File: src/rtl/clipped_colour_key_tile_blitter_core_macros.svh
// assertion macros shared by the tile blitter rtl
// expects a clock named clk and an active-low reset named arst_n in scope
`ifndef CLIPPED_COLOUR_KEY_TILE_BLITTER_CORE_MACROS_SVH
`define CLIPPED_COLOUR_KEY_TILE_BLITTER_CORE_MACROS_SVH

// same-cycle implication, checked outside reset
`define CCKB_ASSERT_NOW(label, ante, cons, msg) \
	label: assert property (@(posedge clk) disable iff (!arst_n) (ante) |-> (cons)) \
		else $error(msg);

// next-cycle implication, checked outside reset
`define CCKB_ASSERT_NEXT(label, ante, cons, msg) \
	label: assert property (@(posedge clk) disable iff (!arst_n) (ante) |=> (cons)) \
		else $error(msg);

`endif

File: src/rtl/cckb_pkg.sv
// types and constants for the colour-keyed tile blitter
// no dependencies
`default_nettype none

package cckb_pkg;

	// screen size, fixed by the 9-bit column and 8-bit row of a pixel write
	localparam int SCREEN_WIDTH  = 320;
	localparam int SCREEN_HEIGHT = 240;

	// configuration port
	localparam int CFG_IDX_W  = 3;
	localparam int CFG_DATA_W = 16;

	localparam logic [CFG_IDX_W-1:0] CFG_SHEET_WIDTH  = 3'd0;
	localparam logic [CFG_IDX_W-1:0] CFG_SHEET_HEIGHT = 3'd1;
	localparam logic [CFG_IDX_W-1:0] CFG_TILE_WIDTH   = 3'd2;
	localparam logic [CFG_IDX_W-1:0] CFG_TILE_NUMBER  = 3'd3;
	localparam logic [CFG_IDX_W-1:0] CFG_ORIGIN_X     = 3'd4;
	localparam logic [CFG_IDX_W-1:0] CFG_ORIGIN_Y     = 3'd5;
	localparam logic [CFG_IDX_W-1:0] CFG_KEY_COLOUR   = 3'd6;

	// field widths
	localparam int DIM_W    = 11;
	localparam int TNUM_W   = 10;
	localparam int COORD_W  = 16;
	localparam int COLOUR_W = 16;
	localparam int BASE_W   = DIM_W + TNUM_W;
	localparam int SX_OUT_W = 9;
	localparam int SY_OUT_W = 8;

	// screen coordinate sums: 16-bit signed origin plus an offset below 4096
	localparam int SUM_W = 18;
	// tile column difference, wide enough for either sign
	localparam int DIFF_W = BASE_W + 1;

	// stream widths
	localparam int IN_DATA_W  = 16;
	localparam int OUT_DATA_W = 40;
	localparam int OUT_PAD_W  = OUT_DATA_W - SX_OUT_W - SY_OUT_W - COLOUR_W;

	// register file contents seen by the datapath
	typedef struct packed {
		logic [DIM_W-1:0]          sheet_width;
		logic [DIM_W-1:0]          sheet_height;
		logic [DIM_W-1:0]          tile_width;
		logic signed [COORD_W-1:0] origin_x;
		logic signed [COORD_W-1:0] origin_y;
		logic [COLOUR_W-1:0]       key_colour;
		logic [BASE_W-1:0]         tile_base;
	} cfg_t;

endpackage

`default_nettype wire

File: src/rtl/cckb_cfg_regs.sv
// configuration registers of the tile blitter, plus the registered tile start column
// depends on cckb_pkg
`default_nettype none

module cckb_cfg_regs
	import cckb_pkg::*;
(
	input  wire logic                  clk,
	input  wire logic                  arst_n,
	input  wire logic                  cfg_we,
	input  wire logic [CFG_IDX_W-1:0]  cfg_index,
	input  wire logic [CFG_DATA_W-1:0] cfg_data,
	output cfg_t                       cfg
);

	logic [DIM_W-1:0]          sheet_width_q;
	logic [DIM_W-1:0]          sheet_height_q;
	logic [DIM_W-1:0]          tile_width_q;
	logic [TNUM_W-1:0]         tile_number_q;
	logic signed [COORD_W-1:0] origin_x_q;
	logic signed [COORD_W-1:0] origin_y_q;
	logic [COLOUR_W-1:0]       key_colour_q;
	logic [BASE_W-1:0]         tile_base_q;

	// register writes
	always_ff @(posedge clk or negedge arst_n) begin
		if (!arst_n) begin
			sheet_width_q  <= DIM_W'(16);
			sheet_height_q <= DIM_W'(16);
			tile_width_q   <= DIM_W'(16);
			tile_number_q  <= '0;
			origin_x_q     <= '0;
			origin_y_q     <= '0;
			key_colour_q   <= '0;
		end else if (cfg_we) begin
			case (cfg_index)
				CFG_SHEET_WIDTH:  sheet_width_q  <= cfg_data[DIM_W-1:0];
				CFG_SHEET_HEIGHT: sheet_height_q <= cfg_data[DIM_W-1:0];
				CFG_TILE_WIDTH:   tile_width_q   <= cfg_data[DIM_W-1:0];
				CFG_TILE_NUMBER:  tile_number_q  <= cfg_data[TNUM_W-1:0];
				CFG_ORIGIN_X:     origin_x_q     <= $signed(cfg_data[COORD_W-1:0]);
				CFG_ORIGIN_Y:     origin_y_q     <= $signed(cfg_data[COORD_W-1:0]);
				CFG_KEY_COLOUR:   key_colour_q   <= cfg_data[COLOUR_W-1:0];
				default: ;
			endcase
		end
	end

	// first sheet column of the selected tile, registered from tile number times tile width
	always_ff @(posedge clk or negedge arst_n) begin
		if (!arst_n) begin
			tile_base_q <= '0;
		end else begin
			tile_base_q <= BASE_W'(tile_number_q) * BASE_W'(tile_width_q);
		end
	end

	always_comb begin
		cfg.sheet_width  = sheet_width_q;
		cfg.sheet_height = sheet_height_q;
		cfg.tile_width   = tile_width_q;
		cfg.origin_x     = origin_x_q;
		cfg.origin_y     = origin_y_q;
		cfg.key_colour   = key_colour_q;
		cfg.tile_base    = tile_base_q;
	end

endmodule

`default_nettype wire

File: src/rtl/cckb_sheet_pos.sv
// sheet column and row tracking for the tile blitter
// depends on cckb_pkg and the assertion macro header
`default_nettype none

`include "clipped_colour_key_tile_blitter_core_macros.svh"

module cckb_sheet_pos
	import cckb_pkg::*;
#(
	parameter int MAX_SHEET_SIZE = 1024,
	localparam int CNT_W = $clog2(MAX_SHEET_SIZE),
	localparam int LIM_W = CNT_W + 1,
	localparam int EXT_W = (LIM_W > DIM_W) ? LIM_W : DIM_W
) (
	input  wire logic             clk,
	input  wire logic             arst_n,
	input  cfg_t                  cfg,
	input  wire logic             accept,
	input  wire logic             first_word,
	output logic      [CNT_W-1:0] cur_col,
	output logic      [CNT_W-1:0] cur_row,
	output logic                  live
);

	logic [CNT_W-1:0] col_q;
	logic [CNT_W-1:0] row_q;
	logic             past_end_q;
	logic             cur_past_end;
	logic [EXT_W-1:0] sw_ext;
	logic [EXT_W-1:0] sh_ext;
	logic [EXT_W-1:0] w_eff;
	logic [EXT_W-1:0] h_lim;
	logic             wrap;
	logic             last_row;

	// position of this word: a first word restarts the sheet
	always_comb begin
		cur_col      = first_word ? '0 : col_q;
		cur_row      = first_word ? '0 : row_q;
		cur_past_end = first_word ? 1'b0 : past_end_q;
	end

	// clamped sheet size
	always_comb begin
		sw_ext = EXT_W'(cfg.sheet_width);
		sh_ext = EXT_W'(cfg.sheet_height);
		if (sw_ext == '0) begin
			w_eff = EXT_W'(1);
		end else if (sw_ext > EXT_W'(MAX_SHEET_SIZE)) begin
			w_eff = EXT_W'(MAX_SHEET_SIZE);
		end else begin
			w_eff = sw_ext;
		end
		h_lim    = (sh_ext > EXT_W'(MAX_SHEET_SIZE)) ? EXT_W'(MAX_SHEET_SIZE) : sh_ext;
		wrap     = (EXT_W'(cur_col) + EXT_W'(1)) >= w_eff;
		last_row = (EXT_W'(cur_row) + EXT_W'(1)) >= h_lim;
		live     = !cur_past_end && (EXT_W'(cur_row) < sh_ext);
	end

	// counter advance on every accepted word, held once past the end of the sheet
	always_ff @(posedge clk or negedge arst_n) begin
		if (!arst_n) begin
			col_q      <= '0;
			row_q      <= '0;
			past_end_q <= 1'b0;
		end else if (accept) begin
			col_q      <= cur_col;
			row_q      <= cur_row;
			past_end_q <= cur_past_end;
			if (!cur_past_end) begin
				if (wrap) begin
					col_q <= '0;
					if (last_row) begin
						past_end_q <= 1'b1;
					end else begin
						row_q <= cur_row + CNT_W'(1);
					end
				end else begin
					col_q <= cur_col + CNT_W'(1);
				end
			end
		end
	end

	`CCKB_ASSERT_NOW(a_end_parks_column, past_end_q, col_q == '0, "column not parked at end of sheet")
	`CCKB_ASSERT_NEXT(a_first_word_restarts, accept && first_word && !wrap, row_q == '0 && !past_end_q, "first word did not restart the sheet position")

endmodule

`default_nettype wire

File: src/rtl/cckb_pixel_stage.sv
// input register, tile/clip/key test and result register of the tile blitter
// depends on cckb_pkg and the assertion macro header
`default_nettype none

`include "clipped_colour_key_tile_blitter_core_macros.svh"

module cckb_pixel_stage
	import cckb_pkg::*;
#(
	parameter int MAX_SHEET_SIZE = 1024,
	localparam int CNT_W = $clog2(MAX_SHEET_SIZE)
) (
	input  wire logic                clk,
	input  wire logic                arst_n,
	input  cfg_t                     cfg,
	input  wire logic                in_valid,
	output logic                     in_ready,
	input  wire logic [COLOUR_W-1:0] in_word,
	input  wire logic [CNT_W-1:0]    in_col,
	input  wire logic [CNT_W-1:0]    in_row,
	input  wire logic                in_live,
	output logic                     out_valid,
	input  wire logic                out_ready,
	output logic [SX_OUT_W-1:0]      out_x,
	output logic [SY_OUT_W-1:0]      out_y,
	output logic [COLOUR_W-1:0]      out_colour
);

	logic                     valid_s1;
	logic [COLOUR_W-1:0]      word_s1;
	logic [CNT_W-1:0]         col_s1;
	logic [CNT_W-1:0]         row_s1;
	logic                     live_s1;
	logic                     out_valid_q;
	logic [SX_OUT_W-1:0]      sx_q;
	logic [SY_OUT_W-1:0]      sy_q;
	logic [COLOUR_W-1:0]      colour_q;
	logic                     out_free;
	logic                     load_s1;
	logic [DIFF_W-1:0]        col_diff;
	logic                     in_tile;
	logic signed [SUM_W-1:0]  sx;
	logic signed [SUM_W-1:0]  sy;
	logic                     on_screen;
	logic                     hit;

	// handshake: the result register frees the input register
	assign out_free = !out_valid_q || out_ready;
	assign in_ready = !valid_s1 || out_free;
	assign load_s1  = in_valid && in_ready;

	// input register
	always_ff @(posedge clk or negedge arst_n) begin
		if (!arst_n) begin
			valid_s1 <= 1'b0;
		end else if (load_s1) begin
			valid_s1 <= 1'b1;
		end else if (out_free) begin
			valid_s1 <= 1'b0;
		end
	end

	always_ff @(posedge clk) begin
		if (load_s1) begin
			word_s1 <= in_word;
			col_s1  <= in_col;
			row_s1  <= in_row;
			live_s1 <= in_live;
		end
	end

	// tile window, screen placement, clipping and colour key
	always_comb begin
		col_diff  = DIFF_W'(col_s1) - DIFF_W'(cfg.tile_base);
		in_tile   = (DIFF_W'(col_s1) >= DIFF_W'(cfg.tile_base))
			&& (col_diff < DIFF_W'(cfg.tile_width));
		sx        = SUM_W'(cfg.origin_x) + $signed(SUM_W'(col_diff[DIM_W-1:0]));
		sy        = SUM_W'(cfg.origin_y) + $signed(SUM_W'(row_s1));
		on_screen = !sx[SUM_W-1] && (sx < $signed(SUM_W'(SCREEN_WIDTH)))
			&& !sy[SUM_W-1] && (sy < $signed(SUM_W'(SCREEN_HEIGHT)));
		hit       = live_s1 && in_tile && on_screen && (word_s1 != cfg.key_colour);
	end

	// result register
	always_ff @(posedge clk or negedge arst_n) begin
		if (!arst_n) begin
			out_valid_q <= 1'b0;
		end else if (out_free) begin
			out_valid_q <= valid_s1 && hit;
		end
	end

	always_ff @(posedge clk) begin
		if (out_free && valid_s1 && hit) begin
			sx_q     <= sx[SX_OUT_W-1:0];
			sy_q     <= sy[SY_OUT_W-1:0];
			colour_q <= word_s1;
		end
	end

	assign out_valid  = out_valid_q;
	assign out_x      = sx_q;
	assign out_y      = sy_q;
	assign out_colour = colour_q;

	`CCKB_ASSERT_NOW(a_held_item_blocks_input, valid_s1 && !out_free, !in_ready, "input taken while the held item is stalled")
	`CCKB_ASSERT_NOW(a_result_on_screen, out_valid_q, (32'(sx_q) < SCREEN_WIDTH) && (32'(sy_q) < SCREEN_HEIGHT), "pixel write outside the screen")
	`CCKB_ASSERT_NOW(a_result_not_key, out_valid_q, colour_q != cfg.key_colour, "transparent colour written")
	`CCKB_ASSERT_NEXT(a_no_result_without_item, !valid_s1 && out_free, !out_valid_q, "pixel write without a request")

endmodule

`default_nettype wire

File: src/rtl/clipped_colour_key_tile_blitter_core.sv
// colour-keyed tile blitter with screen clipping, top level
// depends on cckb_pkg, cckb_cfg_regs, cckb_sheet_pos and cckb_pixel_stage
//
// channel  | direction | contents
// s_axis   | in        | tdata[15:0] pixel_word, tuser[0] first_word
// m_axis   | out       | tdata[8:0] screen_x, [16:9] screen_y, [32:17] colour, [39:33] zero
// cfg      | in        | cfg_we, cfg_index (register 0..6), cfg_data
//
// one request is taken per cycle while s_tready is high; a taken request waits in the input
// register, and when the result register is free its pixel write, if it passes the tests,
// moves there and is offered on m_axis. the input register and the result register each hold
// one item: while a result waits, one more request is taken, then s_tready stays low.
// reset clears the sheet position and loads the register reset values.
// a tile number or tile width write reaches the tile start product in the cycle after the registers change.
`default_nettype none

module clipped_colour_key_tile_blitter_core
	import cckb_pkg::*;
#(
	parameter int MAX_SHEET_SIZE = 1024
) (
	input  wire logic                  clk,
	input  wire logic                  arst_n,
	// stream in
	input  wire logic                  s_tvalid,
	output logic                       s_tready,
	input  wire logic [IN_DATA_W-1:0]  s_tdata,    // [15:0] pixel_word
	input  wire logic [0:0]            s_tuser,    // [0] first_word
	// stream out
	output logic                       m_tvalid,
	input  wire logic                  m_tready,
	output logic [OUT_DATA_W-1:0]      m_tdata,    // [8:0] screen_x, [16:9] screen_y,
	                                               // [32:17] colour, [39:33] zero
	// configuration
	input  wire logic                  cfg_we,
	input  wire logic [CFG_IDX_W-1:0]  cfg_index,
	input  wire logic [CFG_DATA_W-1:0] cfg_data
);

	localparam int CNT_W = $clog2(MAX_SHEET_SIZE);

	cfg_t                cfg;
	logic                accept;
	logic [CNT_W-1:0]    cur_col;
	logic [CNT_W-1:0]    cur_row;
	logic                live;
	logic [SX_OUT_W-1:0] screen_x;
	logic [SY_OUT_W-1:0] screen_y;
	logic [COLOUR_W-1:0] colour;

	assign accept = s_tvalid && s_tready;

	// configuration registers
	cckb_cfg_regs u_cfg_regs (
		.clk       (clk),
		.arst_n    (arst_n),
		.cfg_we    (cfg_we),
		.cfg_index (cfg_index),
		.cfg_data  (cfg_data),
		.cfg       (cfg)
	);

	// sheet position counters
	cckb_sheet_pos #(
		.MAX_SHEET_SIZE (MAX_SHEET_SIZE)
	) u_sheet_pos (
		.clk        (clk),
		.arst_n     (arst_n),
		.cfg        (cfg),
		.accept     (accept),
		.first_word (s_tuser[0]),
		.cur_col    (cur_col),
		.cur_row    (cur_row),
		.live       (live)
	);

	// pixel test and result register
	cckb_pixel_stage #(
		.MAX_SHEET_SIZE (MAX_SHEET_SIZE)
	) u_pixel_stage (
		.clk        (clk),
		.arst_n     (arst_n),
		.cfg        (cfg),
		.in_valid   (s_tvalid),
		.in_ready   (s_tready),
		.in_word    (s_tdata[COLOUR_W-1:0]),
		.in_col     (cur_col),
		.in_row     (cur_row),
		.in_live    (live),
		.out_valid  (m_tvalid),
		.out_ready  (m_tready),
		.out_x      (screen_x),
		.out_y      (screen_y),
		.out_colour (colour)
	);

	// output packing
	assign m_tdata = {OUT_PAD_W'(0), colour, screen_y, screen_x};

endmodule

`default_nettype wire
File: config.mk
export PLATFORM = sky130hd
export DESIGN_NAME = clipped_colour_key_tile_blitter_core
export DESIGN_NICKNAME = d
export VERILOG_FILES = /design/src/rtl/cckb_pkg.sv /design/src/rtl/cckb_cfg_regs.sv /design/src/rtl/cckb_sheet_pos.sv /design/src/rtl/cckb_pixel_stage.sv /design/src/rtl/clipped_colour_key_tile_blitter_core.sv
export VERILOG_INCLUDE_DIRS = /design/src /design/src/rtl
export SDC_FILE = /design/constraint.sdc
export NUM_CORES = 1
export LEC_CHECK = 0
export ABC_AREA = 1
export BUFFER_PORTS_ARGS = -buffer_cell sky130_fd_sc_hd__buf_2
export CAP_MARGIN = 20
export CORE_MARGIN = 5
export CORE_UTILIZATION = 51
export CTS_CLUSTER_DIAMETER = 100
export DETAILED_ROUTE_END_ITERATION = 10
export PLACE_DENSITY = 0.71
export REMOVE_ABC_BUFFERS = 1
export SLEW_MARGIN = 30
export SYNTH_ARGS = -nofsm -noshare
export SYNTH_HDL_FRONTEND = slang
export SYNTH_SLANG_ARGS = --single-unit
File: constraint.sdc
create_clock -name clk -period 5 [get_ports clk]
set_input_delay 1 -clock clk [delete_from_list [all_inputs] [get_ports clk]]
set_output_delay 1 -clock clk [all_outputs]
set_load 0.01 [all_outputs]
# Word-level counts from Yosys, hierarchy flattened
# Index checks and enable logic that the tools add are counted.
# totals
regBits	205
input_bits	41
output_inout_bits	42
elab_cells	89
# op_classes
addsub	7
n_mul	1
magnitude_cmp	9
eq_ne	7
mux	16
reduce_logical	29
# ops
op	n
10-bit two-way mux	7
11-bit two-way mux	3
10-bit by 1-bit adder with 11-bit output, second input constant	2
11-bit >= comparator	2
11-bit > comparator, second input constant	2
22-bit by 11-bit < comparator with 1-bit output	1
10-bit by 21-bit subtractor with 22-bit output	1
10-bit by 21-bit >= comparator with 1-bit output	1
10-bit by 11-bit multiplier with 21-bit output	1
10-bit by 1-bit adder with 10-bit output, second input constant	2
18-bit by 10-bit < comparator with 1-bit output, second input constant	1
18-bit by 9-bit < comparator with 1-bit output, second input constant	1
16-bit by 11-bit adder with 17-bit output	1
16-bit by 12-bit adder with 17-bit output	1
16-bit != test	1
2-bit AND reduction	7
1-bit logical AND	12
11-bit logical NOT	1
10-bit by 11-bit < comparator with 1-bit output	1
3-bit == test, second input constant	3
3-bit by 2-bit == test with 1-bit output, second input constant	2
1-bit two-way mux	6
1-bit logical NOT	5
3-bit by 1-bit == test with 1-bit output, second input constant	1
3 further kinds	4

# Logic depth before layout (Yosys ltp)
# logic_depth
depth_word	9
mapped_depth	24
depth_no_buf	24

# Hierarchy
# A second synthesis with hierarchy kept.
# hier_totals
cells_unflattened	2044
area_unflattened_um2	15841.4
# modules_own_cells
mod	instances	cells_per_inst	area_each_um2	seq_area_each_um2
cckb_cfg_regs	1	916	7737.4	2806.4
cckb_pixel_stage	1	723	5431.5	2152.1
cckb_sheet_pos	1	395	2608.8	525.5
clipped_colour_key_tile_blitter_core	1	10	63.8	0.0

# Worst setup path after synthesis
# No wires, ideal clock.
# synth_timing
path_kind	register to register
startpoint	register u_cfg_regs.tile_width_q[4]
endpoint	register u_cfg_regs.tile_base_q[16]
t_arrival_ps	4653
required_ps	4883
setup_slack_ps	230
path_stages_with_launch	19
n_path_buf	1
period_less_slack_ps	4770
path_cell_list	dfstp_2 clkbuf_1 nand2_1 fa_1 fa_1 inv_1 fa_1 fa_1 fa_1 ha_1 nand2_1 nor2_1 o21ai_0 o211ai_1 a31oi_1 o21ai_0 nand2_1 nand3_1 nand2_1
# synth_between
elab_chain_len	1
# synth_lines
element	line	text
start: declaration	cckb_cfg_regs.sv:18	logic [DIM_W-1:0] tile_width_q;
start signal: assignment	cckb_cfg_regs.sv:39	CFG_TILE_WIDTH: tile_width_q <= cfg_data[DIM_W-1:0];
10-bit by 11-bit multiplier with 21-bit output	cckb_cfg_regs.sv:54	tile_base_q <= BASE_W'(tile_number_q) * BASE_W'(tile_width_q);
end signal: assignment	cckb_cfg_regs.sv:54	
end: declaration	cckb_cfg_regs.sv:23	logic [BASE_W-1:0] tile_base_q;
# Every way passes these cells.
# A chain may end at the register's enable or synchronous reset.

# Worst setup path in the final report
# layout_timing
startpoint	register u_cfg_regs.tile_width_q[5]
endpoint	register u_cfg_regs.tile_base_q[20]
# Same word-level chain as after synthesis.

==> key figures <==
Status
  – Outcome: completed

Timing
  – Layout Skew: a little over 0.03 ns
  – Fmax: 210.9 MHz
  – Relative slew slack: 0.3549
  – Worst-margin pin slew: between 0.9 and 1 ns
  – Max-slew violations: 0
  – Tcrit/Tclk final: 0.9483
  – Final min period: 4.741 ns
  – Final setup viols: 0
  – Hold Fails Final Rpt: 0

Clock tree
  – Clk root buf: clkbuf_16
  – TritonCTS Buffers: 24
  – Clk buf depth: 3
  – H-tree levels: 1
  – Clock transition at the registers of the reported paths: 0.06 ns
  – Hold_buf cts: 0
  – CTS tree: yes
  – CTS Sinks: approximately 210
  – Clk_lat worst skew: 0.53 ns

Global routing
  – Total track usage: 0.2318
  – First-pass GRT wire length: roughly 63 mm
  – Met3 usage: 0.03669
  – Grt met2 use: 0.3603
  – Vias in the first global route: 11930
  – Gr busiest metal: met2
  – Antenna violations before repair: 0
  – Met1 Use GR: 0.3452
  – Largest net degree at the start of global routing: 53
  – Total grt overflow: 0

Floorplanning
  – Die ar.: 0.03347 mm^2
  – Initial cell density of the core: 0.5161
  – Core footprint: 0.02956 mm^2
  – # rows: 63
  – Chip width: roughly 180 um
  – I/O Pins: 83
  – Die H: 183.0 um

Setup path
  – Kind of critical path: reg -> reg
  – CP Launch Type: register
  – Critical path data arrival time: 5.17 ns
  – Worst reg-to-reg path cell count: 15
  – Crit path from: u_cfg_regs.tile_width_q[5]$_DFFE_PN0P_
  – Endpoint type of the worst setup path: register
  – Crit Reg-Reg Startpoint: u_cfg_regs.tile_width_q[5]$_DFFE_PN0P_
  – Crit path to: u_cfg_regs.tile_base_q[20]$_DFF_PN0_
  – Reg2reg end: u_cfg_regs.tile_base_q[20]$_DFF_PN0_
  – Required time of the critical path: 5.43 ns
  – Reg2Reg Setup Slack: 0.26 ns
  – Crit-path max FO: 7

Worst hold path
  – Hold Path Class: in -> async

Cells and area
  – Fillers: 2664
  – Layout area overhead: 11.27%
  – Layout Utilization: 0.5742
  – Post-layout nets: 2224
  – Register area: between 0.005 and 0.006 mm^2
  – Antenna cells: 0
  – Fraction of final layout cells sized beyond drive strength 1: 0.09910
  – Multi-input gate area: 0.008346 mm^2

Routing
  – Vias per Instance: 5.243
  – Detailed Routing Iterations Pass 1: 5
  – Routed wire per std cell: about 16 um
  – Starting DRT DRC Count: a little over 1000
  – DRT antenna net count: 0
  – DRT Wirelength: 38.79 mm
  – Vias after detailed routing: 12520
  – DRC viols: 0

Pwr
  – Sequential share of power: 0.264
  – Fraction of power spent switching nets: 0.4610
  – PwrDens: 530.7 mW/mm^2
  – Reported net switching power: 0.004153 W
  – Peak supply drop: 0.0003601 V
  – Overall Power: 0.009008 W
  – Static leakage: approximately 9.1 nW
  – Clock Power Share: 0.188
  – Power share of the combinational group: 0.548
  – Cell-internal power: 0.004855 W

Yosys
  – Top FF cell, synth: dfrtp_1
  – Mapped Avg Cell Area: 8.058 um^2
  – Synth Cell Area: 0.01525 mm^2
  – Post-synth EDFFs: 70
  – Post-synth top area share: 0.2165
  – Yosys top cell by area: dfrtp_1
  – Netlist cell types: 51
  – Flop and latch count out of synthesis: 205
  – Yosys warnings: 0
  – Gate Count Post-Synth: 1893
  – Async SR Flop Fraction: 0.6585
  – Register area share after synthesis: 0.3595
  – Top cells by area, synth: dfrtp_1 22%, edfxtp_1 14%, nand2_1 13%

Flow run
  – Max Cap Viol: 0

Placement
  – Routability cong.: 0.9564
  – Post-DP HPWL: 30.95 mm
  – IO buf count: 75
## registers in the layout, summed over array words and instances, names as in the netlist, 8 cells and up
signal	cells
u_cfg_regs.key_colour_q	16
u_cfg_regs.origin_x_q	16
u_cfg_regs.origin_y_q	16
u_cfg_regs.sheet_height_q	11
u_cfg_regs.sheet_width_q	11
u_cfg_regs.tile_base_q	21
u_cfg_regs.tile_number_q	10
u_cfg_regs.tile_width_q	11
u_pixel_stage.col_s1	10
u_pixel_stage.out_colour	16
u_pixel_stage.out_x	9
u_pixel_stage.out_y	8
u_pixel_stage.row_s1	10
u_pixel_stage.word_s1	16
u_sheet_pos.col_q	10
u_sheet_pos.row_q	10
## critical path, cell delays in order, from the launching register on
cell and delay [ns]:
dfrtp_1 0.50, buf_4 0.21, nand2_1 0.09, fa_1 0.54, inv_1 0.06, fa_1 0.56
fa_1 0.53, fa_1 0.53, ha_1 0.23, ha_1 0.37, nand2_1 0.13, nor3_1 0.22
nor3b_1 0.28, nand4_1 0.12, nand3_1 0.14, xnor2_1 0.14
## logic make-up after synthesis
family	after synthesis	share of synthesized area
other cells	1	0.0002458
fa+ha+maj	203	0.2024
simple gates	805	0.2221
flops	205	0.3595
compound gates	224	0.07866
xor+xnor	69	0.03962
buf+inv	386	0.09744
## cells in the mapped netlist, drive strengths merged, types with 7 or more instances
| library cell | count |
|---|---|
| nor3 | 17 |
| nand4 | 24 |
| nor2 | 118 |
| xnor2 | 13 |
| edfxtp | 70 |
| a21oi | 60 |
| a22oi | 8 |
| o21ai | 132 |
| buf | 11 |
| nand2 | 536 |
| clkbuf | 41 |
| ha | 130 |
| and2 | 7 |
| dfrtp | 132 |
| fa | 73 |
| xor2 | 56 |
| nand3 | 84 |
| inv | 334 |
## how the worst min path moves through the flow
stage / from / to / slack (ns)
2_1_floorplan: u_pixel_stage.word_s1[0]$_DFFE_PP_ / u_pixel_stage.out_colour[0]$_DFFE_PP_ / 0.45
3_3_place_gp: u_pixel_stage.word_s1[9]$_DFFE_PP_ / u_pixel_stage.out_colour[9]$_DFFE_PP_ / 0.46
3_5_place_dp: u_pixel_stage.word_s1[11]$_DFFE_PP_ / u_pixel_stage.out_colour[11]$_DFFE_PP_ / 0.46
4_1_cts: arst_n / u_sheet_pos.row_q[1]$_DFFE_PN0P_ / 0.38
5_1_grt: arst_n / u_sheet_pos.row_q[1]$_DFFE_PN0P_ / 0.40
6_report: arst_n / u_sheet_pos.row_q[1]$_DFFE_PN0P_ / 0.38
## cell usage in the layout (no fill, tap or decap), types with 7 or more instances in the layout
master / netlist / final
nand3_1: 80 / 80
a22oi_1: 7 / 7
edfxtp_1: 70 / 70
nor2_2: 7 / 9
fa_1: 73 / 73
buf_2: 3 / 74
nor2_1: 111 / 108
conb_1: 1 / 7
and2_1: 7 / 7
nand2_1: 532 / 530
dfrtp_1: 132 / 127
buf_4: 7 / 31
inv_2: 9 / 9
nor3_1: 13 / 13
nand4_1: 23 / 23
clkbuf_16: 0 / 24
inv_1: 325 / 325
o21ai_1: 5 / 7
ha_1: 130 / 130
a21oi_1: 60 / 57
xor2_1: 56 / 56
o21ai_0: 126 / 123
xnor2_1: 13 / 13
## layer usage
metal  part of all wire  vias up
met1               0.46     5914
li1                   -     6163
met2               0.45      376
met5                  0        -
met4              0.026        0
met3              0.065       68
## layout make-up
cell class | count | area share
tap | 390 | 0.02875
inverter | 334 | 0.07386
clock inverter | 16 | 0.008035
timing repair buffer | 107 | 0.03737
multi-input combinational | 1308 | 0.4917
sequential | 205 | 0.3235
clock buffer | 28 | 0.03686
## through the flow
step	hold WS [ns]	TNS (ns)	instances	worst slack [ns]	area [um^2]
after detailed placement	0.4567	0	2341	0.09516	16150
final	0.3775	0	2388	0.2587	16970
after floorplan	0.4473	0	1847	0.3944	15040
after global placement	0.4551	0	2341	0.1927	16150
after CTS	0.3765	0	2385	0.05755	16910
after global routing	0.3966	-0.005392	2388	-0.005392	16970
## timing repair
item	4_1_cts	5_1_grt
resized for setup	0	15
setup buffers	0	3
endpoints found under the setup margin	0	5
endpoints found under the hold margin	0	0
## power by group through the flow
stage	combinational, W	clock, W	sequential (W)
2_1_floorplan	0.00348	0	0.00234
3_3_place_gp	0.00469	0	0.00240
3_5_place_dp	0.00478	0	0.00241
4_1_cts	0.00484	0.00172	0.00238
5_1_grt	0.00560	0.00180	0.00242
6_report	0.00494	0.00169	0.00238
Note: power is estimated with default switching activity, not from simulation.
